## src/design/lex3_fifo.sv

```systemverilog
// ============================================================================
// lex3_fifo
// Small result queue decoupling the detector from the output stall.
// ============================================================================
module lex3_fifo #(
    parameter int WIDTH = 40,
    parameter int DEPTH = 4
) (
    input  logic                       i_clk,
    input  logic                       i_rst_n,
    input  logic                       i_push,
    input  logic [WIDTH-1:0]           i_data,
    input  logic                       i_pop,
    output logic                       o_valid,
    output logic [WIDTH-1:0]           o_data,
    output logic [$clog2(DEPTH+1)-1:0] o_count
);

    localparam int PW = $clog2(DEPTH);
    localparam int CW = $clog2(DEPTH+1);

    logic [WIDTH-1:0] r_mem [DEPTH];
    logic [PW-1:0]    r_wr_ptr, n_wr_ptr;
    logic [PW-1:0]    r_rd_ptr, n_rd_ptr;
    logic [CW-1:0]    r_count, n_count;

    always_comb begin
        n_wr_ptr = r_wr_ptr;
        n_rd_ptr = r_rd_ptr;
        n_count  = r_count;
        if (i_push) begin
            n_wr_ptr = (r_wr_ptr == PW'(DEPTH-1)) ? '0 : r_wr_ptr + 1'b1;
        end
        if (i_pop) begin
            n_rd_ptr = (r_rd_ptr == PW'(DEPTH-1)) ? '0 : r_rd_ptr + 1'b1;
        end
        if (i_push && !i_pop) begin
            n_count = r_count + 1'b1;
        end else if (!i_push && i_pop) begin
            n_count = r_count - 1'b1;
        end
    end

    always_ff @(posedge i_clk) begin
        if (!i_rst_n) begin
            r_wr_ptr <= '0;
            r_rd_ptr <= '0;
            r_count  <= '0;
        end else begin
            r_wr_ptr <= n_wr_ptr;
            r_rd_ptr <= n_rd_ptr;
            r_count  <= n_count;
        end
    end

    always_ff @(posedge i_clk) begin
        if (i_push) begin
            r_mem[r_wr_ptr] <= i_data;
        end
    end

    assign o_valid = (r_count != '0);
    assign o_data  = r_mem[r_rd_ptr];
    assign o_count = r_count;

endmodule
```

## config.mk

```make
export PLATFORM = sky130hd
export DESIGN_NAME = lex3_fifo
export DESIGN_NICKNAME = d
export VERILOG_FILES = /design/src/design/lex3_fifo.sv
export SDC_FILE = /design/constraint.sdc
export NUM_CORES = 1
export LEC_CHECK = 0
export BUFFER_PORTS_ARGS = -buffer_cell sky130_fd_sc_hd__buf_2
export CAP_MARGIN = 20
export CORE_UTILIZATION = 45
export CTS_CLUSTER_DIAMETER = 30
export CTS_CLUSTER_SIZE = 28
export DETAILED_ROUTE_END_ITERATION = 10
export PLACE_DENSITY = 0.68
export SYNTH_ARGS = -nofsm -noshare
export SYNTH_HDL_FRONTEND = slang
export SYNTH_SLANG_ARGS = --single-unit
```

## constraint.sdc

```tcl
create_clock -name i_clk -period 1.9 [get_ports i_clk]
set_input_delay 0.095 -clock i_clk [delete_from_list [all_inputs] [get_ports i_clk]]
set_output_delay 0.095 -clock i_clk [all_outputs]
set_load 0.01 [all_outputs]
```

==> flow_summary.json <==
{
  "drtAntennaViolNets": 0,
  "vias": 2958,
  "top_layer": "met4",
  "clock_latency_ns": 0.42,
  "rrSetupSlack_ns": 0.30,
  "core-area_mm2": 0.0134,
  "p_leak_nw": 2.77,
  "dr.pass1.iters": 4,
  "ir_drop_v": 0.000636,
  "worst-r2r-cell-count": 4,
  "period_needed_ns": 1.85,
  "place_congestion": 0.671,
  "worst_ep_required_time_ns": 1.80,
  "max_slew_margin_pct": 69.8,
  "initial_core_util_pct": 46.8,
  "netlist_instances": 252,
  "dpl.hpwl_mm": 6.13,
  "root_buffer": "clkbuf_16",
  "cts.sinks": 169,
  "hold_viol": 0,
  "grt_antenna_before_repair": 0,
  "diodes": 0,
  "ys_top_cells_by_area": "edfxtp_1 77%, mux4_2 14%, dfxtp_1 2.9%",
  "grt_pass1_vias": 3158,
  "dp.cells": 516,
  "grt_usage_pct": 15.8,
  "synth_top_area_cell": "edfxtp_1",
  "setup_violations": 0,
  "cap_violations": 0,
  "slew_viol_final": 0,
  "arrival_ns": 1.75,
  "die_h_um": 120,
  "clkTransAtPathRegs_ns": 0.06,
  "yosysWarnings": 0,
  "final_util_pct": 59.4,
  "drive_above_1_share_pct": 40.4,
  "die_area_mm2": 0.0144,
  "r2r_start": "r_wr_ptr[0]",
  "holdWs_ns": 0.0438,
  "io_pins": 88,
  "finalNetCount": 451,
  "hold_class": "primary input to flip-flop",
  "cts_buffers": 17,
  "synth_area_mm2": 0.00627,
  "grt_start_max_net_pins": 41,
  "critPathLaunchType": "flip-flop",
  "fill_cells": 972,
  "cts-htree-levels": 4,
  "worstSetupPathType": "flip-flop to primary output",
  "wl_met1_mm": 4.75,
  "die_x_um": 120,
  "fmax_mhz": 542,
  "status": "finished, final reports clean",
  "cts_buffer_depth": 2,
  "r2r_end": "r_mem[0][18]",
  "wl_met3_um": 475,
  "end_kind": "primary output",
  "ys_seq_area_share_pct": 79.5,
  "hold_depth": 3,
  "syn_avg_cell_area_um2": 24.9,
  "hp-start": "i_pop",
  "worst_pin_slew_ns": 0.452,
  "rsz0062_at_grt": "true",
  "synth_top_area_share_pct": 76.6,
  "syn_to_final_growth_pct": 27.0,
  "met2_length_mm": 5.08,
  "drc": 0,
  "rows": 42,
  "cts_tree": "done",
  "via_per_inst": 5.02,
  "drt-total-wl_mm": 10.4,
  "grt_overflow": 0,
  "skew_ns": 0.0108,
  "postSynthNetCount": 303,
  "synth.distinct_cells": 20,
  "grt_pass1_wl_mm": 16.5,
  "pwr_density_cell_mw_per_mm2": 1050,
  "wl_per_cell_um": 17.7,
  "first_iter_violations": 189,
  "fin_crit_sh_pct": 97.1,
  "cp_max_fo": 27,
  "stdcell_count": 589,
  "port_buffers": 87,
  "synth-seq-cells": 169
}
## how the worst max path moves through the flow
| stage | slack, ns | endpoint | cells past startpoint | from |
|---|---|---|---|---|
| 2_1_floorplan | 0.006 | r_mem[1][0] | 2 | r_wr_ptr[0] |
| 3_3_place_gp | 0.31 | r_mem[0][36] | 4 | r_wr_ptr[0] |
| 3_5_place_dp | 0.29 | r_mem[0][21] | 4 | r_wr_ptr[0] |
| 4_1_cts | 0.008 | o_data[16] | 3 | flip-flop |
| 5_1_grt | -0.04 | o_data[2] | 3 | flip-flop |
| 6_report | 0.05 | o_data[35] | 3 | flip-flop |
## metrics by stage
step | total power (W) | cell area [um^2] | worst slack [ns] | setup TNS, ns
finish | 0.00836 | 7960 | 0.0542 | 0
floorplan | 0.00483 | 6270 | 0.00591 | 0
global placement | 0.00512 | 6940 | 0.306 | 0
detailed placement | 0.00514 | 6940 | 0.287 | 0
CTS | 0.00841 | 7910 | 0.00840 | 0
global route | 0.00866 | 7960 | -0.0385 | -0.196
## flip-flops by register name (all words and copies together) (netlist names), named ones only
register  cells
o_count       3
r_wr_ptr      2
r_mem       160
r_rd_ptr      2
## synth_stat cells
cell	number
a21boi_0	1
and2_1	5
buf_12	4
buf_2	4
buf_6	1
dfxtp_1	9
edfxtp_1	160
fa_1	1
ha_1	6
inv_1	4
mux2i_1	4
mux4_2	40
nor2_1	1
nor2b_1	5
nor3_1	1
o21a_1	1
o21ai_0	1
or3_1	2
xnor2_1	1
xor2_1	1
## critical path, stage by stage, from the launching register on
cell and delay, ns:
dfxtp_4 0.37, buf_16 0.22, mux4_2 0.57, buf_6 0.14
## what timing repair did
item                                    CTS  global route
resized for setup                         0             9
endpoints found under the setup margin    0            22
hold buffers                             41             0
endpoints found under the hold margin   169             0
buffers inserted                          0             0
## layout make-up
| cell class | count | area [um^2] | share of cell area, % |
|---|---|---|---|
| inverters | 4 | 15.0 | 0.189 |
| clock inverters | 2 | 35.0 | 0.440 |
| flip-flops and latches | 169 | 4990 | 62.7 |
| repair buffers | 138 | 1010 | 12.7 |
| well taps | 176 | 220 | 2.77 |
| clock buffers | 30 | 524 | 6.59 |
| multi-input cells | 70 | 1160 | 14.6 |
## kinds of logic after synthesis
group / after synthesis / synth area share, %
muxes: 44 / 15.0
DFF: 169 / 79.5
buffers and inverters: 13 / 2.02
and+or+nand+nor: 14 / 1.34
adders and majority gates: 7 / 1.52
xor gates and xnor gates: 2 / 0.279
AOI/OAI and AO/OA: 3 / 0.319
## metal layers
layer | track usage, % | vias up
met1 | 21.4 | 1510
li1 | - | 1356
met2 | 24.2 | 81
met5 | 0 | -
met4 | 5.47 | 0
met3 | 5.28 | 11
## cells in the final DEF (no fill, tap or decap), drive strengths merged, types with 2 or more instances in the layout
master / Yosys / layout
clkbuf: 0 / 30
ha: 6 / 6
or3: 2 / 2
dlygate4sd3: 0 / 41
edfxtp: 160 / 160
inv: 4 / 4
buf: 9 / 97
dfxtp: 9 / 9
nor2b: 5 / 5
and2: 5 / 5
mux4: 40 / 40
mux2i: 4 / 4
## power breakdown
group	total [W]	switching [W]	internal (W)
Combinational	0.000823	0.000395	0.000428
Clock	0.00322	0.00124	0.00198
Sequential	0.00431	0.0000523	0.00426
Total	0.00836	0.00169	0.00667
Note: power is estimated with default switching activity, not from simulation.
