==> config.mk <==
export PLATFORM = sky130hd
export DESIGN_NAME = lex3_win
export DESIGN_NICKNAME = d
export VERILOG_FILES = /design/src/design/lex3_pkg.sv /design/src/design/lex3_win.sv
export SDC_FILE = /design/constraint.sdc
export NUM_CORES = 1
export LEC_CHECK = 0
export BUFFER_PORTS_ARGS = -buffer_cell sky130_fd_sc_hd__buf_2
export CAP_MARGIN = 5
export CORE_MARGIN = 5
export CORE_UTILIZATION = 43
export DETAILED_ROUTE_END_ITERATION = 6
export GPL_ROUTABILITY_DRIVEN = 0
export HOLD_SLACK_MARGIN = 0.02
export SYNTH_ARGS = -nofsm -noshare
export SYNTH_HDL_FRONTEND = slang
export SYNTH_SLANG_ARGS = --single-unit
==> constraint.sdc <==
create_clock -name i_clk -period 6.9 [get_ports i_clk]
set_input_delay 1.725 -clock i_clk [delete_from_list [all_inputs] [get_ports i_clk]]
set_output_delay 1.725 -clock i_clk [all_outputs]
set_load 0.02 [all_outputs]
==> src/design/lex3_pkg.sv <==
// ============================================================================
// lex3_pkg
// Shared types and constants for the 3x3 local extremum detector.
// ============================================================================
package lex3_pkg;

    localparam int CNT_W      = 12;   // internal column counter
    localparam int OUT_COL_W  = 11;
    localparam int ROW_W      = 12;
    localparam int MARGIN_W   = 8;
    localparam int CFG_DATA_W = 12;
    localparam int CFG_IDX_W  = 2;
    localparam int OQ_DEPTH   = 4;

    localparam logic [CNT_W-1:0]    RST_WIDTH  = 12'd640;
    localparam logic [ROW_W-1:0]    RST_HEIGHT = 12'd480;
    localparam logic [MARGIN_W-1:0] RST_MARGIN = 8'd8;

    typedef enum logic [CFG_IDX_W-1:0] {
        CFG_WIDTH  = 2'd0,
        CFG_HEIGHT = 2'd1,
        CFG_MARGIN = 2'd2,
        CFG_MINIMA = 2'd3
    } t_cfg_idx;

    typedef struct packed {
        logic is_max;
        logic is_min;
    } t_cmp;

endpackage

==> src/design/lex3_win.sv <==
// ============================================================================
// lex3_win
// 3x3 window register with strict maximum / minimum test on its centre.
// ============================================================================
module lex3_win #(
    parameter int SAMPLE_BITS = 16
) (
    input  logic                          i_clk,
    input  logic                          i_rst_n,
    input  logic                          i_shift,
    input  logic signed [SAMPLE_BITS-1:0] i_top,
    input  logic signed [SAMPLE_BITS-1:0] i_mid,
    input  logic signed [SAMPLE_BITS-1:0] i_bot,
    output lex3_pkg::t_cmp                o_cmp,
    output logic signed [SAMPLE_BITS-1:0] o_centre
);
    import lex3_pkg::*;

    // index row*3+col, row 0 oldest, col 2 newest
    logic signed [SAMPLE_BITS-1:0] r_win [9];

    always_ff @(posedge i_clk) begin
        if (!i_rst_n) begin
            for (int k = 0; k < 9; k++) begin
                r_win[k] <= '0;
            end
        end else if (i_shift) begin
            for (int k = 0; k < 3; k++) begin
                r_win[k*3]   <= r_win[k*3+1];
                r_win[k*3+1] <= r_win[k*3+2];
            end
            r_win[2] <= i_top;
            r_win[5] <= i_mid;
            r_win[8] <= i_bot;
        end
    end

    always_comb begin
        o_cmp.is_max = 1'b1;
        o_cmp.is_min = 1'b1;
        for (int k = 0; k < 9; k++) begin
            if (k != 4) begin
                if (!(r_win[4] > r_win[k])) o_cmp.is_max = 1'b0;
                if (!(r_win[4] < r_win[k])) o_cmp.is_min = 1'b0;
            end
        end
    end

    assign o_centre = r_win[4];

endmodule

==> results of run 1 <==
## report_power, final
| part | leakage [nW] | switching (mW) | internal (mW) | total [mW] |
|---|---|---|---|---|
| Clock | 0.259 | 0.391 | 0.464 | 0.855 |
| Sequential | 1.58 | 0.0535 | 1.03 | 1.08 |
| Combinational | 2.95 | 0.201 | 0.141 | 0.343 |
## worst max-delay path, cell delays in order (launching register included)
cell	delay, ps
edfxtp_1	630
ha_1	410
nand4_1	150
or4_4	620
a21oi_2	240
a2111oi_2	80
mux2i_1	280
nand4_1	150
nor3_2	270
buf_2	220
## worst paths after layout
check,from,to,slack [ps]
worst max-delay path,r_win[0][77],o_cmp[0],1690
worst min-delay path,r_win[0][124],r_win[0][108],580
worst min register to register,r_win[0][124],r_win[0][108],580
worst max register to register,r_win[0][71],r_win[0][55],5690
## layout make-up
class	count	area (um^2)	share of cell area (%)
inverter	127	477	4.87
clock inverter	14	109	1.11
multi-input combinational	475	3730	38.1
tap	270	338	3.45
timing repair buffer	72	375	3.84
clock buffer	18	429	4.39
sequential	144	4320	44.2
## stage by stage
stage | total power, mW | hold WS, ps
after global placement | 1.44 | 559
after floorplan | 1.34 | 548
after global routing | 2.40 | 593
after detailed placement | 1.44 | 559
after CTS | 2.30 | 574
final | 2.28 | 575
## synthesized netlist by cell type
cell,number,area [um^2]
a21o_1,15,113
nor4_1,7,43.8
a221o_1,1,10.0
nor2_1,10,37.5
mux2_2,1,11.3
a21boi_0,1,7.51
o21ai_0,10,50.1
a2111oi_0,2,17.5
nor3_2,1,10.0
a22o_1,1,8.76
o211ai_1,5,37.5
nand3_1,11,55.1
or4_4,1,11.3
o21bai_1,2,15.0
o22ai_1,1,6.26
nand4_1,24,150
o21a_1,1,7.51
or4_1,1,7.51
a22oi_1,1,7.51
nor3_1,3,15.0
a21oi_1,48,240
o31ai_1,1,7.51
a2111oi_2,2,30.0
ha_1,128,1600
a21oi_2,1,8.76
a211oi_1,5,37.5
buf_4,16,120
and3_1,145,907
nand2_1,23,86.3
nor2b_1,5,31.3
nand2b_1,4,25.0
and4_1,5,43.8
inv_1,127,477
mux2i_1,6,60.1
edfxtp_1,144,4320
clkbuf_1,32,120
or3_1,1,6.26
a31oi_1,2,12.5
## layer usage
layer,global-route usage (%),vias to the layer above,wire length [um]
met3,3.44,17,982
li1,-,2963,-
met5,0,-,0
met1,25.4,2806,9980
met4,5.60,0,252
met2,26.4,140,8730
## logic make-up after synthesis
| family | count (synthesis) | share of synthesized area (%) |
|---|---|---|
| and+or+nand+nor | 241 | 16.3 |
| muxes | 7 | 0.814 |
| DFF | 144 | 49.4 |
| AOI/OAI and AO/OA | 99 | 7.04 |
| buffers and inverters | 175 | 8.18 |
| adders and majority gates | 128 | 18.3 |
==> impl_metrics.csv, run 1 <==
group,metric,value,unit
cells_and_area,layout_common_cells,"and3_1 (145), edfxtp_1 (144), ha_1 (128)",
job,maxCapViolCount,0,
place,dpl_worst_slack,2170,ps
outcome,status,"completed",
setup_path,arrival,3480,ps
yosys,yosys_warnings,0,
place,dp.cells,1088,
clock_network,htreeDepth,4,
setup_path,critPathLaunchType,"register",
global_route,antenna_found_initial,0,
timing,relSlewSlack,26.6,%
timing,fmax,0.192,GHz
clock_network,path_clk_slew,60,ps
timing,finalCritPeriodShare,75.4,%
drt,wirelength,19900,um
clock_network,post_cts_buffers,0,
power,pwr_density_cell,233,mW/mm^2
floorplanning,rows,52,
place,port_buffers,68,
floorplanning,start_util,43.4,%
setup_path,end_kind,"output port",
clock_network,numCtsBuffers,17,
yosys,ys_seq_area_share,49.4,%
drt,viasPerCell,5.29,
timing,setup_viol,0,
cells_and_area,areaGrowthSynthToFinish,11.6,%
cells_and_area,largest_register_ffs,144,
worst_hold_path,min_path_cells,1,
global_route,grt_pass1_wl,31800,um
cells_and_area,nNetsFinal,1016,
floorplanning,ios,69,
cells_and_area,nFillCells,1866,
setup_path,required,5180,ps
place,dpl.hpwl,13100,um
drt,drc,0,
clock_network,cts_tree,"built",
cells_and_area,diodes,0,
timing,tightest_slew,1100,ps
drt,drt-pass1-iter-count,4,
timing,final.setup_skew,6.12,ps
drt,vias,5926,
cells_and_area,final_common_cell,"and3_1",
timing,rsz0062_at_grt,"false",
timing,setup_slack,1690,ps
yosys,netlist-cell-type-count,38,
power,vdd.ir_drop.worst,148,uV
setup_path,crit_path_max_fanout,10,
cells_and_area,drive_above_1_share,12.7,%
setup_path,r2r_cells,1,
yosys,synth_cells,794,
drt,first_iter_violations,376,
global_route,grt_pass1_vias,5806,
power,p_leak,4.79,nW
clock_network,clock_sinks,144,
yosys,ys_ff_latch,144,
floorplanning,die_h,153,um
clock_network,clock_latency,430,ps
cells_and_area,largest_register,"r_win",
timing,tns,0,ps
floorplanning,fp.dieW,153,um
worst_hold_path,hp-class,"reg -> reg",
floorplanning,dieArea,0.0233,mm^2
clock_network,hold_buffers,0,
clock_network,ctsResizeCount,0,
setup_path,worstSetupPathType,"reg -> out",
global_route,grt_overflow,0,
timing,layout_min_cycle_time,5210,ps
yosys,syn-num-nets,973,
yosys,synth_area_per_cell,11.0,um^2
drt,wire_per_inst,17.8,um
yosys,synth_area,0.00876,mm^2
place,placed_cell_area,0.00924,mm^2
cells_and_area,finish.utilization,48.5,%
timing,maxSlewViolCount,0,
global_route,grt_use_total,17.5,%
drt,postRouteAntennaNets,0,
cells_and_area,final_cell_count_no_fill,1120,
global_route,grt_max_degree,131,
floorplanning,core_region_area,0.0202,mm^2
clock_network,cts_buffer_depth,2,
clock_network,clockRootBuffer,"clkbuf_16",
cells_and_area,top_regs,"r_win: 144 flops",
timing,hold_viol,0,
cells_and_area,stdcell_area,0.00978,mm^2
Power figures use the tool's default switching activity.
==> inputs of run 2 (changes only) <==
clock period = 5.3 ns   (was 6.9 ns; I/O delays follow)
==> run 2 against run 1 <==
- sequential cell count did not move
- global-route usage about the same
- hold slack worse by 2.8 ps
- cell count hardly changed
- largest cell class unchanged
- largest power group unchanged
- highest routed layer unchanged
==> impl_metrics.csv, run 2 (synthesized netlist as in run 1, its figures left out) <==
group,metric,value,unit
global_route,grt_use_total,17.5,%
cells_and_area,diodes,0,
worst_hold_path,min-delay-start,"r_win[0][131]",
cells_and_area,drive_above_1_share,12.5,%
setup_path,critPathLaunchType,"register",
timing,layout_min_cycle_time,4920,ps
drt,highest_layer,"met4",
floorplanning,rows,52,
timing,maxSlewViolCount,0,
outcome,status,"completed",
timing,tightest_slew,766,ps
drt,wl_met2,8530,um
power,power.total,3.05,mW
clock_network,path_clk_slew,60,ps
floorplanning,ios,69,
timing,hold_viol,0,
cells_and_area,nFillCells,1851,
setup_path,path_cells,"ha_1 > nand4_1 > nor4_1 > a21boi_0 > a211oi_1 > mux2i_1 > nand4_1 > nor3_2 > buf_2",
global_route,grt_pass1_wl,31900,um
setup_path,r2r-start,"r_win[0][68]",
timing,relSlewSlack,48.5,%
cells_and_area,largest_register,"r_win",
setup_path,cp_common_cell,"nand4_1",
floorplanning,die_h,153,um
drt,drt-pass1-iter-count,5,
place,dpl.hpwl,13600,um
setup_path,end_kind,"output port",
place,dp.cells,1087,
cells_and_area,top_regs,"r_win: 144 flops",
drt,wl_met3,953,um
drt,wirelength,20000,um
clock_network,post_cts_buffers,0,
clock_network,cts_buffer_depth,2,
timing,tns,0,ps
floorplanning,core_region_area,0.0202,mm^2
timing,fmax,0.203,GHz
drt,vias,5895,
setup_path,crit_path_max_fanout,10,
place,port_buffers,68,
setup_path,reg2reg_slack,4080,ps
global_route,grt_pass1_vias,5950,
floorplanning,fp.dieW,153,um
setup_path,required,3970,ps
clock_network,ctsResizeCount,0,
cells_and_area,final_common_cell,"and3_1",
power,pwr_density_cell,311,mW/mm^2
cells_and_area,finish.utilization,48.7,%
setup_path,worstSetupPathType,"reg -> out",
drt,first_iter_violations,443,
cells_and_area,layout_common_cells,"and3_1 (145), edfxtp_1 (144), ha_1 (128)",
drt,drt-met1-wl,10200,um
timing,final.setup_skew,6.38,ps
setup_path,r2r_cells,1,
cells_and_area,final_cell_count_no_fill,1119,
clock_network,hold_buffers,0,
clock_network,numCtsBuffers,17,
cells_and_area,seq_area,0.00432,mm^2
timing,setup_viol,0,
cells_and_area,nNetsFinal,1015,
floorplanning,start_util,43.4,%
global_route,grt_max_degree,145,
drt,viasPerCell,5.27,
timing,rsz0062_at_grt,"false",
drt,postRouteAntennaNets,0,
cells_and_area,multi_input_area,0.00373,mm^2
power,p_leak,4.80,nW
cells_and_area,areaGrowthSynthToFinish,12.1,%
setup_path,max_stage_delay,710,ps
setup_path,r2r_end,"r_win[0][52]",
clock_network,htreeDepth,4,
timing,finalCritPeriodShare,92.8,%
clock_network,clock_sinks,144,
worst_hold_path,hp-class,"reg -> reg",
clock_network,clock_latency,430,ps
setup_path,cp_slowest_cell,"nor4_1",
drt,drc,0,
job,maxCapViolCount,0,
clock_network,clockRootBuffer,"clkbuf_16",
drt,wire_per_inst,17.9,um
floorplanning,dieArea,0.0233,mm^2
cells_and_area,largest_register_ffs,144,
worst_hold_path,whs_endpoint,"r_win[0][115]",
global_route,antenna_found_initial,0,
global_route,grt_overflow,0,
power,vdd.ir_drop.worst,179,uV
clock_network,cts_tree,"built",
setup_path,arrival,3590,ps
worst_hold_path,min_path_cells,1,
run 2: cell count changes in the layout (fill, tap and decap cells not counted):
cell and delta:
buf_12 +1, buf_4 -2, bufinv_16 +2, clkbuf_1 +2
clkinv_1 -1, clkinv_4 -2, clkinvlp_4 +1, inv_6 -1
inv_8 -1
run 2: routing by layer:
layer	global-route usage [%]	vias to the layer above
met5	0	-
met4	5.47	0
met3	4.26	27
met2	25.6	128
met1	25.6	2778
li1	-	2962
run 2: final cells by class:
type	count	area share, %
inverter	127	4.86
tap	270	3.44
clock buffer	20	4.45
sequential	144	44.0
timing repair buffer	71	3.87
multi-input combinational	475	38.0
clock inverter	12	1.38
run 2: how the worst max path moves through the flow:
| stage | to | start | slack, ps | depth (start not counted) |
|---|---|---|---|---|
| 6_report | o_cmp[0] | r_win[0][79] | 380 | 9 |
| 5_1_grt | o_cmp[1] | r_win[0][73] | 110 | 9 |
| 4_1_cts | o_cmp[0] | r_win[0][79] | 370 | 9 |
| 3_5_place_dp | o_cmp[0] | r_win[0][79] | 860 | 9 |
| 3_3_place_gp | o_cmp[0] | r_win[0][79] | 730 | 9 |
| 2_1_floorplan | r_win[0][0] | i_shift | 1140 | 3 |
run 2: worst max-delay path: cells and delay by family (launching register included):
family	cells	cell delay, ps
DFF	1	590
adders and majority gates	1	430
muxes	1	270
AOI/OAI and AO/OA	2	470
buffers and inverters	1	200
and+or+nand+nor	4	1210
run 2: per-stage QoR:
step	area [um^2]	setup WS (ps)	hold WS (ps)
after global routing	9820	114	599
final	9820	381	573
after detailed placement	9250	858	560
after floorplan	8760	1140	548
after global placement	9250	731	553
after CTS	9820	371	575
run 2: where the power goes:
group	internal (mW)	leakage (nW)	switching, mW
Sequential	1.34	1.58	0.0678
Combinational	0.184	2.95	0.267
Clock	0.695	0.269	0.498
==> inputs of run 3 (changes only) <==
MAX_ROUTING_LAYER = met4   (was unset)
==> run 3 against run 2 <==
- sequential cell count did not move
- register-to-register slack about the same
- clock-buffer cell count stayed put
- first-iteration DRC count shrank 6.3%
- design area is the same
- critical path type unchanged
- critical endpoint unchanged
==> impl_metrics.csv, run 3 (synthesized netlist as in run 1, its figures left out) <==
group,metric,value,unit
global_route,grt_use_total,18.0,%
clock_network,cts_buffer_depth,2,
cells_and_area,nFillCells,1851,
drt,wirelength,20000,um
power,swShare,27.2,%
clock_network,clockRootBuffer,"clkbuf_16",
place,dp.cells,1087,
cells_and_area,final_cell_count_no_fill,1119,
global_route,grt_pass1_wl,31900,um
floorplanning,fp.dieW,153,um
clock_network,numCtsBuffers,17,
drt,first_iter_violations,415,
setup_path,crit_family,"simple AND/OR/NAND/NOR gates",
setup_path,r2r_end,"r_win[0][52]",
cells_and_area,largest_register_ffs,144,
worst_hold_path,whs_endpoint,"r_win[0][115]",
place,placed_cell_area,0.00925,mm^2
place,port_buffers,68,
timing,final.setup_skew,6.77,ps
drt,postRouteAntennaNets,0,
floorplanning,start_util,43.4,%
clock_network,post_cts_buffers,0,
timing,finalCritPeriodShare,93.1,%
worst_hold_path,min-delay-start,"r_win[0][131]",
power,p_seq_share,46.2,%
setup_path,max_stage_delay,730,ps
cells_and_area,multi_input_area,0.00373,mm^2
cells_and_area,final_common_cell,"and3_1",
worst_hold_path,min_path_cells,1,
clock_network,path_clk_slew,60,ps
timing,fin_hold_ws,573,ps
timing,hold_viol,0,
setup_path,cp_slowest_cell,"nor4_1",
power,p_leak,4.80,nW
power,pwr_density_cell,311,mW/mm^2
outcome,status,"completed",
timing,tns,0,ps
worst_hold_path,hp-class,"reg -> reg",
job,maxCapViolCount,0,
floorplanning,die_h,153,um
floorplanning,core_region_area,0.0202,mm^2
setup_path,worstSetupPathType,"reg -> out",
clock_network,clock_sinks,144,
setup_path,crit_path_max_fanout,10,
cells_and_area,seq_area,0.00432,mm^2
clock_network,htreeDepth,4,
global_route,antenna_found_initial,0,
drt,viasPerCell,5.29,
power,power.total,3.05,mW
setup_path,critical_path.n_buffers_inverters,1,
global_route,grt_pass1_vias,5932,
timing,layout_min_cycle_time,4930,ps
timing,rsz0062_at_grt,"false",
power,p_clk_share,39.0,%
cells_and_area,layout_common_cells,"and3_1 (145), edfxtp_1 (144), ha_1 (128)",
setup_path,path_cells,"ha_1 > nand4_1 > nor4_1 > a21boi_0 > a211oi_1 > mux2i_1 > nand4_1 > nor3_2 > buf_2",
clock_network,clock_latency,430,ps
timing,setup_viol,0,
global_route,grt_overflow,0,
cells_and_area,stdcell_area,0.00982,mm^2
drt,vias,5925,
cells_and_area,diodes,0,
setup_path,arrival,3610,ps
clock_network,hold_buffers,0,
floorplanning,rows,52,
clock_network,ctsResizeCount,0,
power,internal_power,2.22,mW
floorplanning,dieArea,0.0233,mm^2
place,dpl.hpwl,13600,um
setup_path,cp_common_cell,"nand4_1",
power,power.share.combinational,14.8,%
cells_and_area,largest_register,"r_win",
cells_and_area,drive_above_1_share,12.5,%
drt,wire_per_inst,17.9,um
floorplanning,ios,69,
clock_network,cts_tree,"built",
power,switching_power,0.829,mW
power,vdd.ir_drop.worst,177,uV
timing,fmax,0.203,GHz
timing,maxSlewViolCount,0,
setup_path,r2r-start,"r_win[0][68]",
drt,drc,0,
timing,relSlewSlack,38.2,%
setup_path,required,3970,ps
setup_path,r2r_cells,1,
cells_and_area,top_regs,"r_win: 144 flops",
setup_path,reg2reg_slack,4090,ps
drt,drt-pass1-iter-count,5,
global_route,grt_max_degree,145,
cells_and_area,nNetsFinal,1015,
timing,tightest_slew,926,ps
cells_and_area,areaGrowthSynthToFinish,12.1,%
setup_path,critPathLaunchType,"register",
setup_path,end_kind,"output port",
## run 3: through the flow
step           utilization, %  worst slack [ps]
2_1_floorplan               -              1140
3_5_place_dp             45.8               858
5_1_grt                  48.7               116
3_3_place_gp             45.8               731
6_report                 48.7               367
4_1_cts                  48.7               371
## run 3: layout make-up
cell class	instances	area share (%)
clock inverter	12	1.38
clock buffer	20	4.45
tap	270	3.44
timing repair buffer	71	3.87
sequential	144	44.0
multi-input combinational	475	38.0
inverter	127	4.86
## run 3: worst max-delay path by stage
| stage | start | endpoint | slack, ps | cells past startpoint |
|---|---|---|---|---|
| 2_1_floorplan | i_shift | r_win[0][0] | 1140 | 3 |
| 3_3_place_gp | r_win[0][79] | o_cmp[0] | 730 | 9 |
| 3_5_place_dp | r_win[0][79] | o_cmp[0] | 860 | 9 |
| 4_1_cts | r_win[0][79] | o_cmp[0] | 370 | 9 |
| 5_1_grt | r_win[0][73] | o_cmp[1] | 120 | 9 |
| 6_report | r_win[0][79] | o_cmp[0] | 370 | 9 |
## run 3: per-layer routing
metal  track usage (%)  vias to the layer above  part of all wire [%]
li1                  -                     2960                     -
met1              25.8                     2790                    50
met2              25.6                      146                    43
met3              3.86                       29                   5.0
met4              5.85                        0                   1.6
met5                 -                        -                     0
## run 3: power by group through the flow
stage          Clock (mW)  Combinational (mW)  Sequential, mW
6_report             1.19               0.450            1.41
5_1_grt              1.26               0.522            1.42
4_1_cts              1.21               0.455            1.41
3_5_place_dp            0               0.451            1.43
3_3_place_gp            0               0.447            1.43
2_1_floorplan           0               0.335            1.40
